===== src/design/dotq_pkg.sv =====
// ---------------------------------------------------------------------------
// Timer queue package
// Types, codes and controller/datapath interface structs.
// ---------------------------------------------------------------------------
package dotq_pkg;

    localparam int TIME_W    = 48;
    localparam int DELAY_W   = 40;
    localparam int TAG_W     = 32;
    localparam int HANDLE_W  = 4;
    localparam int HANDLES   = 16;
    localparam int S_DATA_W  = 176;
    localparam int M_DATA_W  = 88;

    typedef enum logic [1:0] {
        FUNC_SET_REL = 2'd0,
        FUNC_SET_ABS = 2'd1,
        FUNC_REMOVE  = 2'd2,
        FUNC_SERVICE = 2'd3
    } func_t;

    typedef enum logic [2:0] {
        KIND_GRANTED = 3'd0,
        KIND_FULL    = 3'd1,
        KIND_REMOVED = 3'd2,
        KIND_FIRED   = 3'd3,
        KIND_WAIT    = 3'd4,
        KIND_EMPTY   = 3'd5
    } kind_t;

    typedef enum logic [3:0] {
        S_IDLE,
        S_DISPATCH,
        S_INS_CHECK,
        S_INS_CMP,
        S_REM_CHECK,
        S_REM_CMP,
        S_SRV_CHECK,
        S_SRV_CMP,
        S_DRP_CHECK,
        S_DRP_CMP,
        S_EMIT_FIRED,
        S_EMIT_FINAL
    } state_t;

    typedef enum logic [2:0] {
        IDX_HOLD,
        IDX_COUNT,
        IDX_ZERO,
        IDX_ONE,
        IDX_INC,
        IDX_DEC
    } idx_op_t;

    typedef enum logic [1:0] {
        RD_IDX,
        RD_IDX_M1,
        RD_ZERO
    } rd_sel_t;

    typedef enum logic {
        WA_IDX,
        WA_IDX_M1
    } wa_sel_t;

    typedef enum logic {
        WD_NEW,
        WD_RDATA
    } wd_sel_t;

    typedef struct packed {
        logic [TIME_W-1:0]   deadline;
        logic [TAG_W-1:0]    tag;
        logic [HANDLE_W-1:0] handle;
    } slot_t;

    typedef struct packed {
        logic    load_item;
        idx_op_t idx_op;
        logic    rd_en;
        rd_sel_t rd_sel;
        logic    wr_en;
        wa_sel_t wa_sel;
        wd_sel_t wd_sel;
        logic    found_clr;
        logic    found_set;
        logic    cnt_inc;
        logic    cnt_dec;
        logic    use_set_free;
        logic    use_clr_item;
        logic    use_clr_rdata;
        logic    res_ld;
        kind_t   res_kind;
        logic    out_push;
    } cmd_t;

    typedef struct packed {
        func_t func;
        logic  full;
        logic  hit;
        logic  idx_zero;
        logic  idx_at_count;
        logic  count_zero;
        logic  ins_le;
        logic  due;
        logic  match;
        logic  found;
        logic  out_free;
    } stat_t;

endpackage


===== src/design/dotq_ctrl.sv =====
// ---------------------------------------------------------------------------
// Timer queue controller
// Sequences insert, remove and service walks over the slot memory.
// ---------------------------------------------------------------------------
module dotq_ctrl (
    input  logic            clk,
    input  logic            rst_n,
    input  logic            s_tvalid,
    output logic            s_tready,
    input  dotq_pkg::stat_t stat,
    output dotq_pkg::cmd_t  cmd
);

    dotq_pkg::state_t state_reg;
    dotq_pkg::state_t state_next;

    always_ff @(posedge clk or negedge rst_n)
    begin
        if (!rst_n)
        begin
            state_reg <= dotq_pkg::S_IDLE;
        end
        else
        begin
            state_reg <= state_next;
        end
    end

    always_comb
    begin
        state_next = state_reg;
        unique case (state_reg)
            dotq_pkg::S_IDLE:
            begin
                if (s_tvalid)
                begin
                    state_next = dotq_pkg::S_DISPATCH;
                end
            end
            dotq_pkg::S_DISPATCH:
            begin
                unique case (stat.func) inside
                    dotq_pkg::FUNC_SET_REL, dotq_pkg::FUNC_SET_ABS:
                    begin
                        state_next = stat.full ? dotq_pkg::S_EMIT_FINAL
                                               : dotq_pkg::S_INS_CHECK;
                    end
                    dotq_pkg::FUNC_REMOVE:
                    begin
                        state_next = stat.hit ? dotq_pkg::S_REM_CHECK
                                              : dotq_pkg::S_EMIT_FINAL;
                    end
                    default:
                    begin
                        state_next = dotq_pkg::S_SRV_CHECK;
                    end
                endcase
            end
            dotq_pkg::S_INS_CHECK:
            begin
                state_next = stat.idx_zero ? dotq_pkg::S_EMIT_FINAL : dotq_pkg::S_INS_CMP;
            end
            dotq_pkg::S_INS_CMP:
            begin
                state_next = stat.ins_le ? dotq_pkg::S_EMIT_FINAL : dotq_pkg::S_INS_CHECK;
            end
            dotq_pkg::S_REM_CHECK:
            begin
                state_next = stat.idx_at_count ? dotq_pkg::S_EMIT_FINAL
                                               : dotq_pkg::S_REM_CMP;
            end
            dotq_pkg::S_REM_CMP:
            begin
                state_next = dotq_pkg::S_REM_CHECK;
            end
            dotq_pkg::S_SRV_CHECK:
            begin
                state_next = stat.count_zero ? dotq_pkg::S_EMIT_FINAL
                                             : dotq_pkg::S_SRV_CMP;
            end
            dotq_pkg::S_SRV_CMP:
            begin
                state_next = stat.due ? dotq_pkg::S_EMIT_FIRED : dotq_pkg::S_EMIT_FINAL;
            end
            dotq_pkg::S_EMIT_FIRED:
            begin
                if (stat.out_free)
                begin
                    state_next = dotq_pkg::S_DRP_CHECK;
                end
            end
            dotq_pkg::S_DRP_CHECK:
            begin
                state_next = stat.idx_at_count ? dotq_pkg::S_SRV_CHECK
                                               : dotq_pkg::S_DRP_CMP;
            end
            dotq_pkg::S_DRP_CMP:
            begin
                state_next = dotq_pkg::S_DRP_CHECK;
            end
            dotq_pkg::S_EMIT_FINAL:
            begin
                if (stat.out_free)
                begin
                    state_next = dotq_pkg::S_IDLE;
                end
            end
            default:
            begin
                state_next = dotq_pkg::S_IDLE;
            end
        endcase
    end

    always_comb
    begin
        s_tready          = 1'b0;
        cmd               = '0;
        cmd.idx_op        = dotq_pkg::IDX_HOLD;
        cmd.rd_sel        = dotq_pkg::RD_IDX;
        cmd.wa_sel        = dotq_pkg::WA_IDX;
        cmd.wd_sel        = dotq_pkg::WD_NEW;
        cmd.res_kind      = dotq_pkg::KIND_EMPTY;
        unique case (state_reg)
            dotq_pkg::S_IDLE:
            begin
                s_tready      = 1'b1;
                cmd.load_item = s_tvalid;
            end
            dotq_pkg::S_DISPATCH:
            begin
                unique case (stat.func) inside
                    dotq_pkg::FUNC_SET_REL, dotq_pkg::FUNC_SET_ABS:
                    begin
                        if (stat.full)
                        begin
                            cmd.res_ld   = 1'b1;
                            cmd.res_kind = dotq_pkg::KIND_FULL;
                        end
                        else
                        begin
                            cmd.idx_op = dotq_pkg::IDX_COUNT;
                        end
                    end
                    dotq_pkg::FUNC_REMOVE:
                    begin
                        if (stat.hit)
                        begin
                            cmd.idx_op    = dotq_pkg::IDX_ZERO;
                            cmd.found_clr = 1'b1;
                        end
                        else
                        begin
                            cmd.res_ld   = 1'b1;
                            cmd.res_kind = dotq_pkg::KIND_REMOVED;
                        end
                    end
                    default:
                    begin
                        cmd.idx_op = dotq_pkg::IDX_ZERO;
                    end
                endcase
            end
            dotq_pkg::S_INS_CHECK:
            begin
                if (stat.idx_zero)
                begin
                    cmd.wr_en        = 1'b1;
                    cmd.wa_sel       = dotq_pkg::WA_IDX;
                    cmd.wd_sel       = dotq_pkg::WD_NEW;
                    cmd.cnt_inc      = 1'b1;
                    cmd.use_set_free = 1'b1;
                    cmd.res_ld       = 1'b1;
                    cmd.res_kind     = dotq_pkg::KIND_GRANTED;
                end
                else
                begin
                    cmd.rd_en  = 1'b1;
                    cmd.rd_sel = dotq_pkg::RD_IDX_M1;
                end
            end
            dotq_pkg::S_INS_CMP:
            begin
                cmd.wr_en  = 1'b1;
                cmd.wa_sel = dotq_pkg::WA_IDX;
                if (stat.ins_le)
                begin
                    cmd.wd_sel       = dotq_pkg::WD_NEW;
                    cmd.cnt_inc      = 1'b1;
                    cmd.use_set_free = 1'b1;
                    cmd.res_ld       = 1'b1;
                    cmd.res_kind     = dotq_pkg::KIND_GRANTED;
                end
                else
                begin
                    cmd.wd_sel = dotq_pkg::WD_RDATA;
                    cmd.idx_op = dotq_pkg::IDX_DEC;
                end
            end
            dotq_pkg::S_REM_CHECK:
            begin
                if (stat.idx_at_count)
                begin
                    cmd.cnt_dec      = 1'b1;
                    cmd.use_clr_item = 1'b1;
                    cmd.res_ld       = 1'b1;
                    cmd.res_kind     = dotq_pkg::KIND_REMOVED;
                end
                else
                begin
                    cmd.rd_en  = 1'b1;
                    cmd.rd_sel = dotq_pkg::RD_IDX;
                end
            end
            dotq_pkg::S_REM_CMP:
            begin
                cmd.wr_en     = stat.found;
                cmd.wa_sel    = dotq_pkg::WA_IDX_M1;
                cmd.wd_sel    = dotq_pkg::WD_RDATA;
                cmd.found_set = stat.match;
                cmd.idx_op    = dotq_pkg::IDX_INC;
            end
            dotq_pkg::S_SRV_CHECK:
            begin
                if (stat.count_zero)
                begin
                    cmd.res_ld   = 1'b1;
                    cmd.res_kind = dotq_pkg::KIND_EMPTY;
                end
                else
                begin
                    cmd.rd_en  = 1'b1;
                    cmd.rd_sel = dotq_pkg::RD_ZERO;
                end
            end
            dotq_pkg::S_SRV_CMP:
            begin
                cmd.res_ld = 1'b1;
                if (stat.due)
                begin
                    cmd.res_kind      = dotq_pkg::KIND_FIRED;
                    cmd.use_clr_rdata = 1'b1;
                end
                else
                begin
                    cmd.res_kind = dotq_pkg::KIND_WAIT;
                end
            end
            dotq_pkg::S_EMIT_FIRED:
            begin
                cmd.out_push = stat.out_free;
                cmd.idx_op   = stat.out_free ? dotq_pkg::IDX_ONE : dotq_pkg::IDX_HOLD;
            end
            dotq_pkg::S_DRP_CHECK:
            begin
                if (stat.idx_at_count)
                begin
                    cmd.cnt_dec = 1'b1;
                end
                else
                begin
                    cmd.rd_en  = 1'b1;
                    cmd.rd_sel = dotq_pkg::RD_IDX;
                end
            end
            dotq_pkg::S_DRP_CMP:
            begin
                cmd.wr_en  = 1'b1;
                cmd.wa_sel = dotq_pkg::WA_IDX_M1;
                cmd.wd_sel = dotq_pkg::WD_RDATA;
                cmd.idx_op = dotq_pkg::IDX_INC;
            end
            dotq_pkg::S_EMIT_FINAL:
            begin
                cmd.out_push = stat.out_free;
            end
            default:
            begin
                s_tready = 1'b0;
            end
        endcase
    end

endmodule


===== src/design/dotq_dpath.sv =====
// ---------------------------------------------------------------------------
// Timer queue datapath
// Sorted slot memory, walk index, handle map and result register.
// ---------------------------------------------------------------------------
module dotq_dpath #(
    parameter int DEPTH = 16
) (
    input  logic                          clk,
    input  logic                          rst_n,
    input  dotq_pkg::cmd_t                cmd,
    output dotq_pkg::stat_t               stat,
    input  logic [dotq_pkg::S_DATA_W-1:0] s_tdata,
    input  logic [1:0]                    s_tuser,
    input  logic                          m_tready,
    output logic                          m_tvalid,
    output logic [dotq_pkg::M_DATA_W-1:0] m_tdata,
    output logic [2:0]                    m_tuser,
    output logic                          m_tlast
);

    localparam int CW = $clog2(DEPTH + 1);
    localparam int AW = $clog2(DEPTH);
    localparam int TW = dotq_pkg::TIME_W;
    localparam int HW = dotq_pkg::HANDLE_W;
    localparam int NH = dotq_pkg::HANDLES;

    dotq_pkg::slot_t slot_mem_reg [DEPTH];
    dotq_pkg::slot_t rdata_reg;

    dotq_pkg::func_t        func_reg;
    logic [TW-1:0]          now_reg;
    logic [TW-1:0]          deadline_reg;
    logic [dotq_pkg::TAG_W-1:0] tag_reg;
    logic [HW-1:0]          hsel_reg;
    logic [HW-1:0]          free_reg;

    logic [CW-1:0]          idx_reg;
    logic [CW-1:0]          idx_next;
    logic [CW-1:0]          count_reg;
    logic [CW-1:0]          count_next;
    logic [NH-1:0]          in_use_reg;
    logic [NH-1:0]          in_use_next;
    logic                   found_reg;

    dotq_pkg::kind_t        res_kind_reg;
    logic [HW-1:0]          res_handle_reg;
    logic [dotq_pkg::TAG_W-1:0] res_tag_reg;
    logic [TW-1:0]          res_wait_reg;

    logic                   m_tvalid_reg;
    logic [dotq_pkg::M_DATA_W-1:0] m_tdata_reg;
    logic [2:0]             m_tuser_reg;
    logic                   m_tlast_reg;

    logic [CW-1:0]          idx_m1;
    logic [AW-1:0]          rd_addr;
    logic [AW-1:0]          wr_addr;
    dotq_pkg::slot_t        wr_data;
    logic [HW-1:0]          free_handle;
    logic [TW:0]            rel_sum;
    logic [TW-1:0]          in_deadline;
    logic                   out_free;

    assign idx_m1 = idx_reg - CW'(1);
    assign out_free = !m_tvalid_reg || m_tready;

    // lowest free handle
    always_comb
    begin
        free_handle = '0;
        for (int i = NH - 1; i >= 0; i--)
        begin
            if (!in_use_reg[i])
            begin
                free_handle = HW'(i);
            end
        end
    end

    // set relative saturates at the top of the time range
    assign rel_sum = {1'b0, s_tdata[TW-1:0]} + (TW + 1)'(s_tdata[TW+dotq_pkg::DELAY_W-1:TW]);

    always_comb
    begin
        if (dotq_pkg::func_t'(s_tuser) == dotq_pkg::FUNC_SET_REL)
        begin
            in_deadline = rel_sum[TW] ? {TW{1'b1}} : rel_sum[TW-1:0];
        end
        else
        begin
            in_deadline = s_tdata[2*TW+dotq_pkg::DELAY_W-1:TW+dotq_pkg::DELAY_W];
        end
    end

    always_ff @(posedge clk)
    begin
        if (cmd.load_item)
        begin
            func_reg     <= dotq_pkg::func_t'(s_tuser);
            now_reg      <= s_tdata[TW-1:0];
            deadline_reg <= in_deadline;
            tag_reg      <= s_tdata[2*TW+dotq_pkg::DELAY_W+dotq_pkg::TAG_W-1:
                                    2*TW+dotq_pkg::DELAY_W];
            hsel_reg     <= s_tdata[2*TW+dotq_pkg::DELAY_W+dotq_pkg::TAG_W+HW-1:
                                    2*TW+dotq_pkg::DELAY_W+dotq_pkg::TAG_W];
            free_reg     <= free_handle;
        end
    end

    always_comb
    begin
        unique case (cmd.rd_sel)
            dotq_pkg::RD_IDX:    rd_addr = idx_reg[AW-1:0];
            dotq_pkg::RD_IDX_M1: rd_addr = idx_m1[AW-1:0];
            default:             rd_addr = '0;
        endcase
        unique case (cmd.wa_sel)
            dotq_pkg::WA_IDX_M1: wr_addr = idx_m1[AW-1:0];
            default:             wr_addr = idx_reg[AW-1:0];
        endcase
        unique case (cmd.wd_sel)
            dotq_pkg::WD_RDATA:
            begin
                wr_data = rdata_reg;
            end
            default:
            begin
                wr_data.deadline = deadline_reg;
                wr_data.tag      = tag_reg;
                wr_data.handle   = free_reg;
            end
        endcase
    end

    always_ff @(posedge clk)
    begin
        if (cmd.wr_en)
        begin
            slot_mem_reg[wr_addr] <= wr_data;
        end
        if (cmd.rd_en)
        begin
            rdata_reg <= slot_mem_reg[rd_addr];
        end
    end

    always_comb
    begin
        case (cmd.idx_op)
            dotq_pkg::IDX_COUNT: idx_next = count_reg;
            dotq_pkg::IDX_ZERO:  idx_next = '0;
            dotq_pkg::IDX_ONE:   idx_next = CW'(1);
            dotq_pkg::IDX_INC:   idx_next = idx_reg + CW'(1);
            dotq_pkg::IDX_DEC:   idx_next = idx_m1;
            default:             idx_next = idx_reg;
        endcase

        count_next = count_reg;
        if (cmd.cnt_inc)
        begin
            count_next = count_reg + CW'(1);
        end
        else if (cmd.cnt_dec)
        begin
            count_next = count_reg - CW'(1);
        end

        in_use_next = in_use_reg;
        if (cmd.use_set_free)
        begin
            in_use_next = in_use_next | (NH'(1) << free_reg);
        end
        if (cmd.use_clr_item)
        begin
            in_use_next = in_use_next & ~(NH'(1) << hsel_reg);
        end
        if (cmd.use_clr_rdata)
        begin
            in_use_next = in_use_next & ~(NH'(1) << rdata_reg.handle);
        end
    end

    always_ff @(posedge clk or negedge rst_n)
    begin
        if (!rst_n)
        begin
            idx_reg    <= '0;
            count_reg  <= '0;
            in_use_reg <= '0;
            found_reg  <= 1'b0;
        end
        else
        begin
            idx_reg    <= idx_next;
            count_reg  <= count_next;
            in_use_reg <= in_use_next;
            if (cmd.found_clr)
            begin
                found_reg <= 1'b0;
            end
            else if (cmd.found_set)
            begin
                found_reg <= 1'b1;
            end
        end
    end

    always_ff @(posedge clk)
    begin
        if (cmd.res_ld)
        begin
            res_kind_reg <= cmd.res_kind;
            case (cmd.res_kind)
                dotq_pkg::KIND_GRANTED:
                begin
                    res_handle_reg <= free_reg;
                    res_tag_reg    <= '0;
                    res_wait_reg   <= '0;
                end
                dotq_pkg::KIND_REMOVED:
                begin
                    res_handle_reg <= hsel_reg;
                    res_tag_reg    <= '0;
                    res_wait_reg   <= '0;
                end
                dotq_pkg::KIND_FIRED:
                begin
                    res_handle_reg <= rdata_reg.handle;
                    res_tag_reg    <= rdata_reg.tag;
                    res_wait_reg   <= '0;
                end
                dotq_pkg::KIND_WAIT:
                begin
                    res_handle_reg <= '0;
                    res_tag_reg    <= '0;
                    res_wait_reg   <= rdata_reg.deadline - now_reg;
                end
                default:
                begin
                    res_handle_reg <= '0;
                    res_tag_reg    <= '0;
                    res_wait_reg   <= '0;
                end
            endcase
        end
    end

    // output register
    always_ff @(posedge clk or negedge rst_n)
    begin
        if (!rst_n)
        begin
            m_tvalid_reg <= 1'b0;
        end
        else if (cmd.out_push)
        begin
            m_tvalid_reg <= 1'b1;
        end
        else if (m_tready)
        begin
            m_tvalid_reg <= 1'b0;
        end
    end

    always_ff @(posedge clk)
    begin
        if (cmd.out_push)
        begin
            m_tdata_reg <= {4'b0, res_wait_reg, res_tag_reg, res_handle_reg};
            m_tuser_reg <= res_kind_reg;
            m_tlast_reg <= (res_kind_reg != dotq_pkg::KIND_FIRED);
        end
    end

    assign m_tvalid = m_tvalid_reg;
    assign m_tdata  = m_tdata_reg;
    assign m_tuser  = m_tuser_reg;
    assign m_tlast  = m_tlast_reg;

    always_comb
    begin
        stat.func         = func_reg;
        stat.full         = (count_reg >= CW'(DEPTH)) || (&in_use_reg);
        stat.hit          = in_use_reg[hsel_reg];
        stat.idx_zero     = (idx_reg == '0);
        stat.idx_at_count = (idx_reg == count_reg);
        stat.count_zero   = (count_reg == '0);
        stat.ins_le       = (rdata_reg.deadline <= deadline_reg);
        stat.due          = (rdata_reg.deadline < now_reg);
        stat.match        = (rdata_reg.handle == hsel_reg);
        stat.found        = found_reg;
        stat.out_free     = out_free;
    end

endmodule


===== src/design/deadline_ordered_timer_queue_unit.sv =====
// ---------------------------------------------------------------------------
// Deadline ordered timer queue
// Up to DEPTH timers (at most sixteen handles) held in a single-port slot
// memory sorted by deadline, ties in insertion order. One item at a time;
// a result waits in the output register while the next item is taken.
// Each item walks the slot memory in read/compare/write steps. A set shifts
// every timer later than the new one up one slot; a full queue is answered
// without a walk. A remove walks all pending timers, closing the gap behind
// the match; a handle not pending is answered without a walk. A service reads
// the head; each expired timer is emitted and the rest shifted down before the
// head is read again, ending with a wait or empty result. Each result then
// waits for the output to be free.
// No clearing pass after reset.
// ---------------------------------------------------------------------------
module deadline_ordered_timer_queue_unit #(
    parameter int DEPTH = 16
) (
    input  logic         clk,
    input  logic         rst_n,
    input  logic         s_tvalid,
    output logic         s_tready,
    // time_now[47:0], delay_us[87:48], abs_deadline[135:88], tag[167:136],
    // handle[171:168], zero fill to 176
    input  logic [175:0] s_tdata,
    // func[1:0]
    input  logic [1:0]   s_tuser,
    output logic         m_tvalid,
    input  logic         m_tready,
    // handle_out[3:0], tag_out[35:4], wait_us[83:36], zero fill to 88
    output logic [87:0]  m_tdata,
    // kind[2:0]
    output logic [2:0]   m_tuser,
    // last
    output logic         m_tlast
);

    dotq_pkg::cmd_t  cmd;
    dotq_pkg::stat_t stat;

    dotq_ctrl u_ctrl (
        .clk      (clk),
        .rst_n    (rst_n),
        .s_tvalid (s_tvalid),
        .s_tready (s_tready),
        .stat     (stat),
        .cmd      (cmd)
    );

    dotq_dpath #(
        .DEPTH (DEPTH)
    ) u_dpath (
        .clk      (clk),
        .rst_n    (rst_n),
        .cmd      (cmd),
        .stat     (stat),
        .s_tdata  (s_tdata),
        .s_tuser  (s_tuser),
        .m_tready (m_tready),
        .m_tvalid (m_tvalid),
        .m_tdata  (m_tdata),
        .m_tuser  (m_tuser),
        .m_tlast  (m_tlast)
    );

endmodule


===== config.mk =====
export PLATFORM = sky130hd
export DESIGN_NAME = deadline_ordered_timer_queue_unit
export DESIGN_NICKNAME = d
export VERILOG_FILES = /design/src/design/dotq_pkg.sv /design/src/design/dotq_ctrl.sv /design/src/design/dotq_dpath.sv /design/src/design/deadline_ordered_timer_queue_unit.sv
export SDC_FILE = /design/constraint.sdc
export NUM_CORES = 2
export LEC_CHECK = 0
export ABC_AREA = 1
export BUFFER_PORTS_ARGS = -buffer_cell sky130_fd_sc_hd__buf_4
export CAP_MARGIN = 20
export CORE_UTILIZATION = 55
export CTS_CLUSTER_DIAMETER = 100
export DETAILED_ROUTE_END_ITERATION = 8
export GPL_ROUTABILITY_DRIVEN = 0
export PLACE_DENSITY = 0.71
export SYNTH_ARGS = -nofsm -noshare
export SYNTH_HDL_FRONTEND = slang
export SYNTH_SLANG_ARGS = --single-unit

===== constraint.sdc =====
create_clock -name clk -period 12 [get_ports clk]
set_clock_uncertainty 0.2 [all_clocks]
set_input_delay 0.6 -clock clk [delete_from_list [all_inputs] [get_ports clk]]
set_output_delay 0.6 -clock clk [all_outputs]
set_load 0.02 [all_outputs]

# Word-level counts from Yosys, hierarchy flattened

Memory sizes are Yosys's and may differ from the RTL's. A register that Yosys moved wholly into a read port is not among the register bits.
Cells that the tools add are included.

Register bits after elaboration: 345
Bits in latches: 0
Memory bits (writable): 1344
Memory bits (read-only): 0
Input bits: 182
Output and inout bits: 94
Word-level logic and storage cells: 177
Memories kept: 1

Memories:

| memory               | depth | bits a word | rd ports | clocked after Yosys merged registers in | wr ports | line             | RTL |
|---|---|---|---|---|---|---|---|
| u_dpath.slot_mem_reg | 16    | 84          | 1        | 1                                       | 1        | dotq_dpath.sv:27 | `dotq_pkg::slot_t slot_mem_reg [DEPTH];` |

Add/sub/neg operators: 6
$mul: 0
Div/mod/pow operators: 0
Magnitude comparators: 4
Equality and inequality tests: 28
Shift-type cells: 3
Mux-type cells: 85
Bitwise operators: 5
Reduce and logical (&&, ||, !) cells: 23

Operators by type and width:

| cell                                                 | count |
|---|---|
| 2-to-1 mux 4 bit                                     | 25 |
| 2-to-1 mux 48 bit                                    | 2 |
| 2-to-1 mux 84 bit                                    | 1 |
| adder 48 x 40 -> 49 bit                              | 1 |
| <= comparator 48 bit                                 | 1 |
| less-than comparator 48 bit                          | 1 |
| 2-to-1 mux 16 bit                                    | 3 |
| case mux 4 bit (12 select lines)                     | 1 |
| << shifter 1 x 4 -> 16 bit (first input constant)    | 3 |
| subtractor 48 bit                                    | 1 |
| bitwise AND 16 bit                                   | 2 |
| NOT 16 bit                                           | 2 |
| 2-to-1 mux 3 bit                                     | 10 |
| 2-to-1 mux 1 bit                                     | 25 |
| case mux 5 bit (5 select lines)                      | 1 |
| case mux 3 bit (4 select lines)                      | 2 |
| case mux 4 bit (2 select lines)                      | 3 |
| case mux 4 bit (6 select lines)                      | 1 |
| equality test 4 x 3 -> 1 bit (second input constant) | 4 |
| equality test 4 bit (second input constant)          | 4 |
| OR 16 bit                                            | 1 |
| AND reduction 16 bit                                 | 1 |
| equality test 3 x 2 -> 1 bit (second input constant) | 4 |
| case mux 4 bit (3 select lines)                      | 1 |
| other kinds (34)                                     | 54 |

# Logic depth before layout (Yosys ltp)

Depth after elaboration: 15
Mapped depth: 25
Gate-level depth less buffers: 25

# Hierarchy

Synthesis repeated with hierarchy kept, for this count alone.

Cell total of the unflattened synthesis: 6899
Area, all modules: 78914.4 µm²

By module, submodules not included:

| module     | instances | cells each | area each (µm²) | sequential area each (µm²) |
|---|---|---|---|---|
| dotq_dpath | 1         | 6785       | 78278.8         | 52980.8 |
| dotq_ctrl  | 1         | 114        | 635.6           | 100.1 |

# Worst setup path after synthesis

OpenSTA, ideal clock, no wires.

Path kind: register to register
Start: register u_ctrl.state_reg[3]
End: register u_dpath.deadline_reg[0], enable pin
Setup time: 0.804 ns
Arrival: 10.038 ns
Required time: 10.996 ns
Path slack: 0.958 ns
Stages on the path, launching flop included: 4
Path buffers: 0
Clock period less this slack: 11.042 ns
Cell sequence: dfrtp_1 -> inv_2 -> nand2_1 -> nor3_1

RTL lines:

| element                | line              | RTL |
|---|---|---|
| from (decl)            | dotq_ctrl.sv:14   | `dotq_pkg::state_t state_reg;` |
| from (signal assigned) | dotq_ctrl.sv:21   | `state_reg <= dotq_pkg::S_IDLE;` |
| from (signal assigned) | dotq_ctrl.sv:25   | `state_reg <= state_next;` |
| to (signal assigned)   | dotq_dpath.sv:101 | `deadline_reg <= in_deadline;` |
| to (decl)              | dotq_dpath.sv:32  | `logic [TW-1:0] deadline_reg;` |

==> impl_metrics.toml <==
[setup_path]
cp_max_fo = 79
worst_setup_path_end_kind = "register"
cp.arrival_ps = 6240
setup.worst_path.start_class = "register"
critPathKind = "register to register"
crit_required_ps = 12270

[detailed_routing]
vias_per_cell = 6.02
vias = 55000
drt-initial-drc-count = 6449
drt-total-wl_um = 210000
drt_pre_antenna_iters = 8
detail-route-antenna-nets = 0
avgRoutedWirePerCell_um = 23.0
drcViolationCount = 0

[logic_synthesis]
ys.flop_type = "sky130_fd_sc_hd__edfxtp_1"
synthesized_instance_count = 6773
synth_edf_count = 1741
ys_seq_area_frac = 0.674
synth.lib_cells_used.distinct = 54
yosys_warnings = 0
synth_async_sr_flop_share = 0.0180
synth_seq_cells = 1773
syn_area_per_cell_um2 = 11.6
syn-cell-area_um2 = 78700

[sta]
timing_hold_violations_final = 0
tns_ps = 0
timing.final.setup_violations = 0
time_the_worst_path_needs_with_i_o_delays_and_setup_ps = 5970
finalCritPeriodShare = 0.497
unrepaired_setup_endpoints_after_global_routing = "false"
worst_slew_margin_relative_to_its_limit = 0.195
final-max-slew-violation-count = 0
tightest_slew_ps = 1210
fmax_ghz = 0.168

[pwr]
switching_share_of_total_power = 0.403
ir_worst_vdd_mv = 0.276
power.share.clock = 0.219
power.internal_mw = 14.7
powerDensity_nw_per_um2 = 275
share_seq_of_total_power = 0.384
combinationalPowerShare = 0.397
total_switching_power_mw = 9.92
total_leakage_power_nw = 32.3

[global_route]
grt_antenna_before_repair = 3
grt_first_pass_wirelength_um = 313000
grt_max_degree = 253
first_global_vias = 51900
grt-ovfl-total = 0
global_route.usage.total = 0.287

[placed_design]
numPortBuffers = 267
placement.cell_area_um2 = 82600
dp_hpwl_um = 118000

[layout]
drive_gt1_frac = 0.0980
layout_common_cells = "sky130_fd_sc_hd__edfxtp_1, sky130_fd_sc_hd__nand2_1, sky130_fd_sc_hd__inv_1"
flow.area_growth_from_synthesis_pct = 13.6
finalNetCount = 7418
layout.cells.most_common = "sky130_fd_sc_hd__edfxtp_1"
finalInstanceArea_um2 = 89500
largest_register_ff_count = 1344

[floorplan]
row_count = 138
die-height_um = 380
pin_count = 276
die_width_um = 380
die-area_um2 = 145000
core_area_um2 = 142000
initial_core_util = 0.555

[cts]
post_cts.repair.setup_buffers = 0
post_cts_resized = 0
clkSinkCount = 1773
clock_buffers_created_by_tritoncts = 178
clk_root_buffer_cell = "sky130_fd_sc_hd__clkbuf_16"
clk_transition_reported_paths_ps = 60
ctsLongestPathBuffers = 3
hold_fix_buffers_cts = 114
tritoncts = "yes"
insertion_delay_of_the_later_clocked_pin_in_the_worst_skew_pair_ps = 830
cts_max_level = 4

[outcome]
status = "finished clean"

[hold_path]
hold_class = "primary input to register"

[flow_run]
max_cap_violations = 0
per-layer routing:
metal	global-route usage	share of wire	vias to the layer above	wire length, um
met1	0.397	0.40	26500	83800
met4	0.130	0.044	8	9240
li1	-	-	25100	-
met2	0.445	0.46	2933	96200
met3	0.0498	0.10	504	21000
met5	0	0.00027	-	57
layout make-up:
| cell class | count | area [um2] |
|---|---|---|
| inverter | 763 | 2880 |
| clock buffer | 215 | 4660 |
| clock inverter | 107 | 998 |
| antenna | 6 | 15.0 |
| sequential | 1773 | 53100 |
| tap | 1890 | 2360 |
| multi-input combinational | 3872 | 21300 |
| timing repair buffer | 504 | 4210 |
| fill | 10500 | 52300 |
cells in the mapped netlist, drive strengths merged, types with 3 or more instances:
master | number | area, um2
or2 | 9 | 56.3
clkbuf | 186 | 699
o21ai | 660 | 3310
a21o | 14 | 105
nor3 | 23 | 120
a21oi | 594 | 2970
nand3b | 3 | 22.5
nor2 | 460 | 1760
xor2 | 31 | 272
inv | 761 | 2860
and3 | 4 | 25.0
buf | 182 | 1040
xnor2 | 31 | 272
dfrtp | 32 | 801
fa | 3 | 60.1
a21boi | 6 | 45.0
nand3 | 129 | 656
a31oi | 19 | 119
o22ai | 8 | 76.3
nand4 | 45 | 282
o21a | 6 | 45.0
edfxtp | 1741 | 52300
a31o | 3 | 26.3
o21bai | 16 | 120
ha | 141 | 1760
nor4 | 13 | 81.3
nand2 | 960 | 3680
o211ai | 681 | 5110
power by group through the flow:
| stage | registers (mW) | clock network (mW) | logic (mW) |
|---|---|---|---|
| 6_report | 9.46 | 5.39 | 9.78 |
| 5_1_grt | 9.50 | 5.67 | 10.7 |
| 4_1_cts | 9.43 | 5.45 | 9.64 |
| 3_5_place_dp | 9.55 | 0 | 9.55 |
| 3_3_place_gp | 9.53 | 0 | 9.30 |
| 2_1_floorplan | 9.49 | 0 | 6.61 |
worst max-delay path, stage by stage, from the launching register on:
cell,delay [ps]
sky130_fd_sc_hd__edfxtp_1,710
sky130_fd_sc_hd__ha_1,440
sky130_fd_sc_hd__nand2_1,60
sky130_fd_sc_hd__nor2_1,130
sky130_fd_sc_hd__nand2_1,70
sky130_fd_sc_hd__nand2_1,90
sky130_fd_sc_hd__nand2_1,60
sky130_fd_sc_hd__nand2_1,100
sky130_fd_sc_hd__nand2_1,130
sky130_fd_sc_hd__nand3_1,310
sky130_fd_sc_hd__nand3_2,310
sky130_fd_sc_hd__nand2_4,460
sky130_fd_sc_hd__buf_4,670
sky130_fd_sc_hd__buf_4,750
sky130_fd_sc_hd__nor2_1,100
sky130_fd_sc_hd__a21oi_1,850
metrics by stage:
step           utilization  worst slack, ps  std cells  power [mW]  hold slack [ps]
4_1_cts              0.631             6110       9116        24.5            0.699
5_1_grt              0.631             5780       9124        25.9             23.7
3_5_place_dp         0.583             6220       8680        19.1              205
3_3_place_gp         0.582             6010       8675        18.8              203
2_1_floorplan            -              958       6776        16.1              104
6_report             0.631             6030       9130        24.6             40.5
cell families (layout without fill, tap and decap cells):
group | Yosys count | count (layout) | share of synthesized area
AOI/OAI and AO/OA | 2013 | 2013 | 0.152
xor gates and xnor gates | 62 | 62 | 0.00690
adders and majority gates | 144 | 144 | 0.0232
buffers and inverters | 1131 | 1589 | 0.0585
DFF | 1773 | 1773 | 0.674
other | 1 | 10 | 0.0000476
and+or+nand+nor | 1649 | 1649 | 0.0851
worst paths after layout:
path	slack, ps	start	cells past startpoint	to
setup / recovery	6030	u_dpath.rdata_reg[41]$_DFFE_PP_	15	u_dpath.slot_mem_reg[4][27]$_DFFE_PP_
hold / removal	40	s_tdata[93]	3	u_dpath.deadline_reg[5]$_DFFE_PP_
setup reg to reg	6030	u_dpath.rdata_reg[41]$_DFFE_PP_	15	u_dpath.slot_mem_reg[4][27]$_DFFE_PP_
hold reg to reg	200	u_dpath.res_wait_reg[5]$_SDFFCE_PP0P_	0	u_dpath.m_tdata[41]$_DFFE_PP_
max in group asynchronous	11200	rst_n	2	u_dpath.in_use_reg[4]$_DFF_PN0_
min in group asynchronous	60	rst_n	2	u_ctrl.state_reg[1]$_DFFE_PN0P_
No activity file was read; power rests on OpenSTA's default activity.
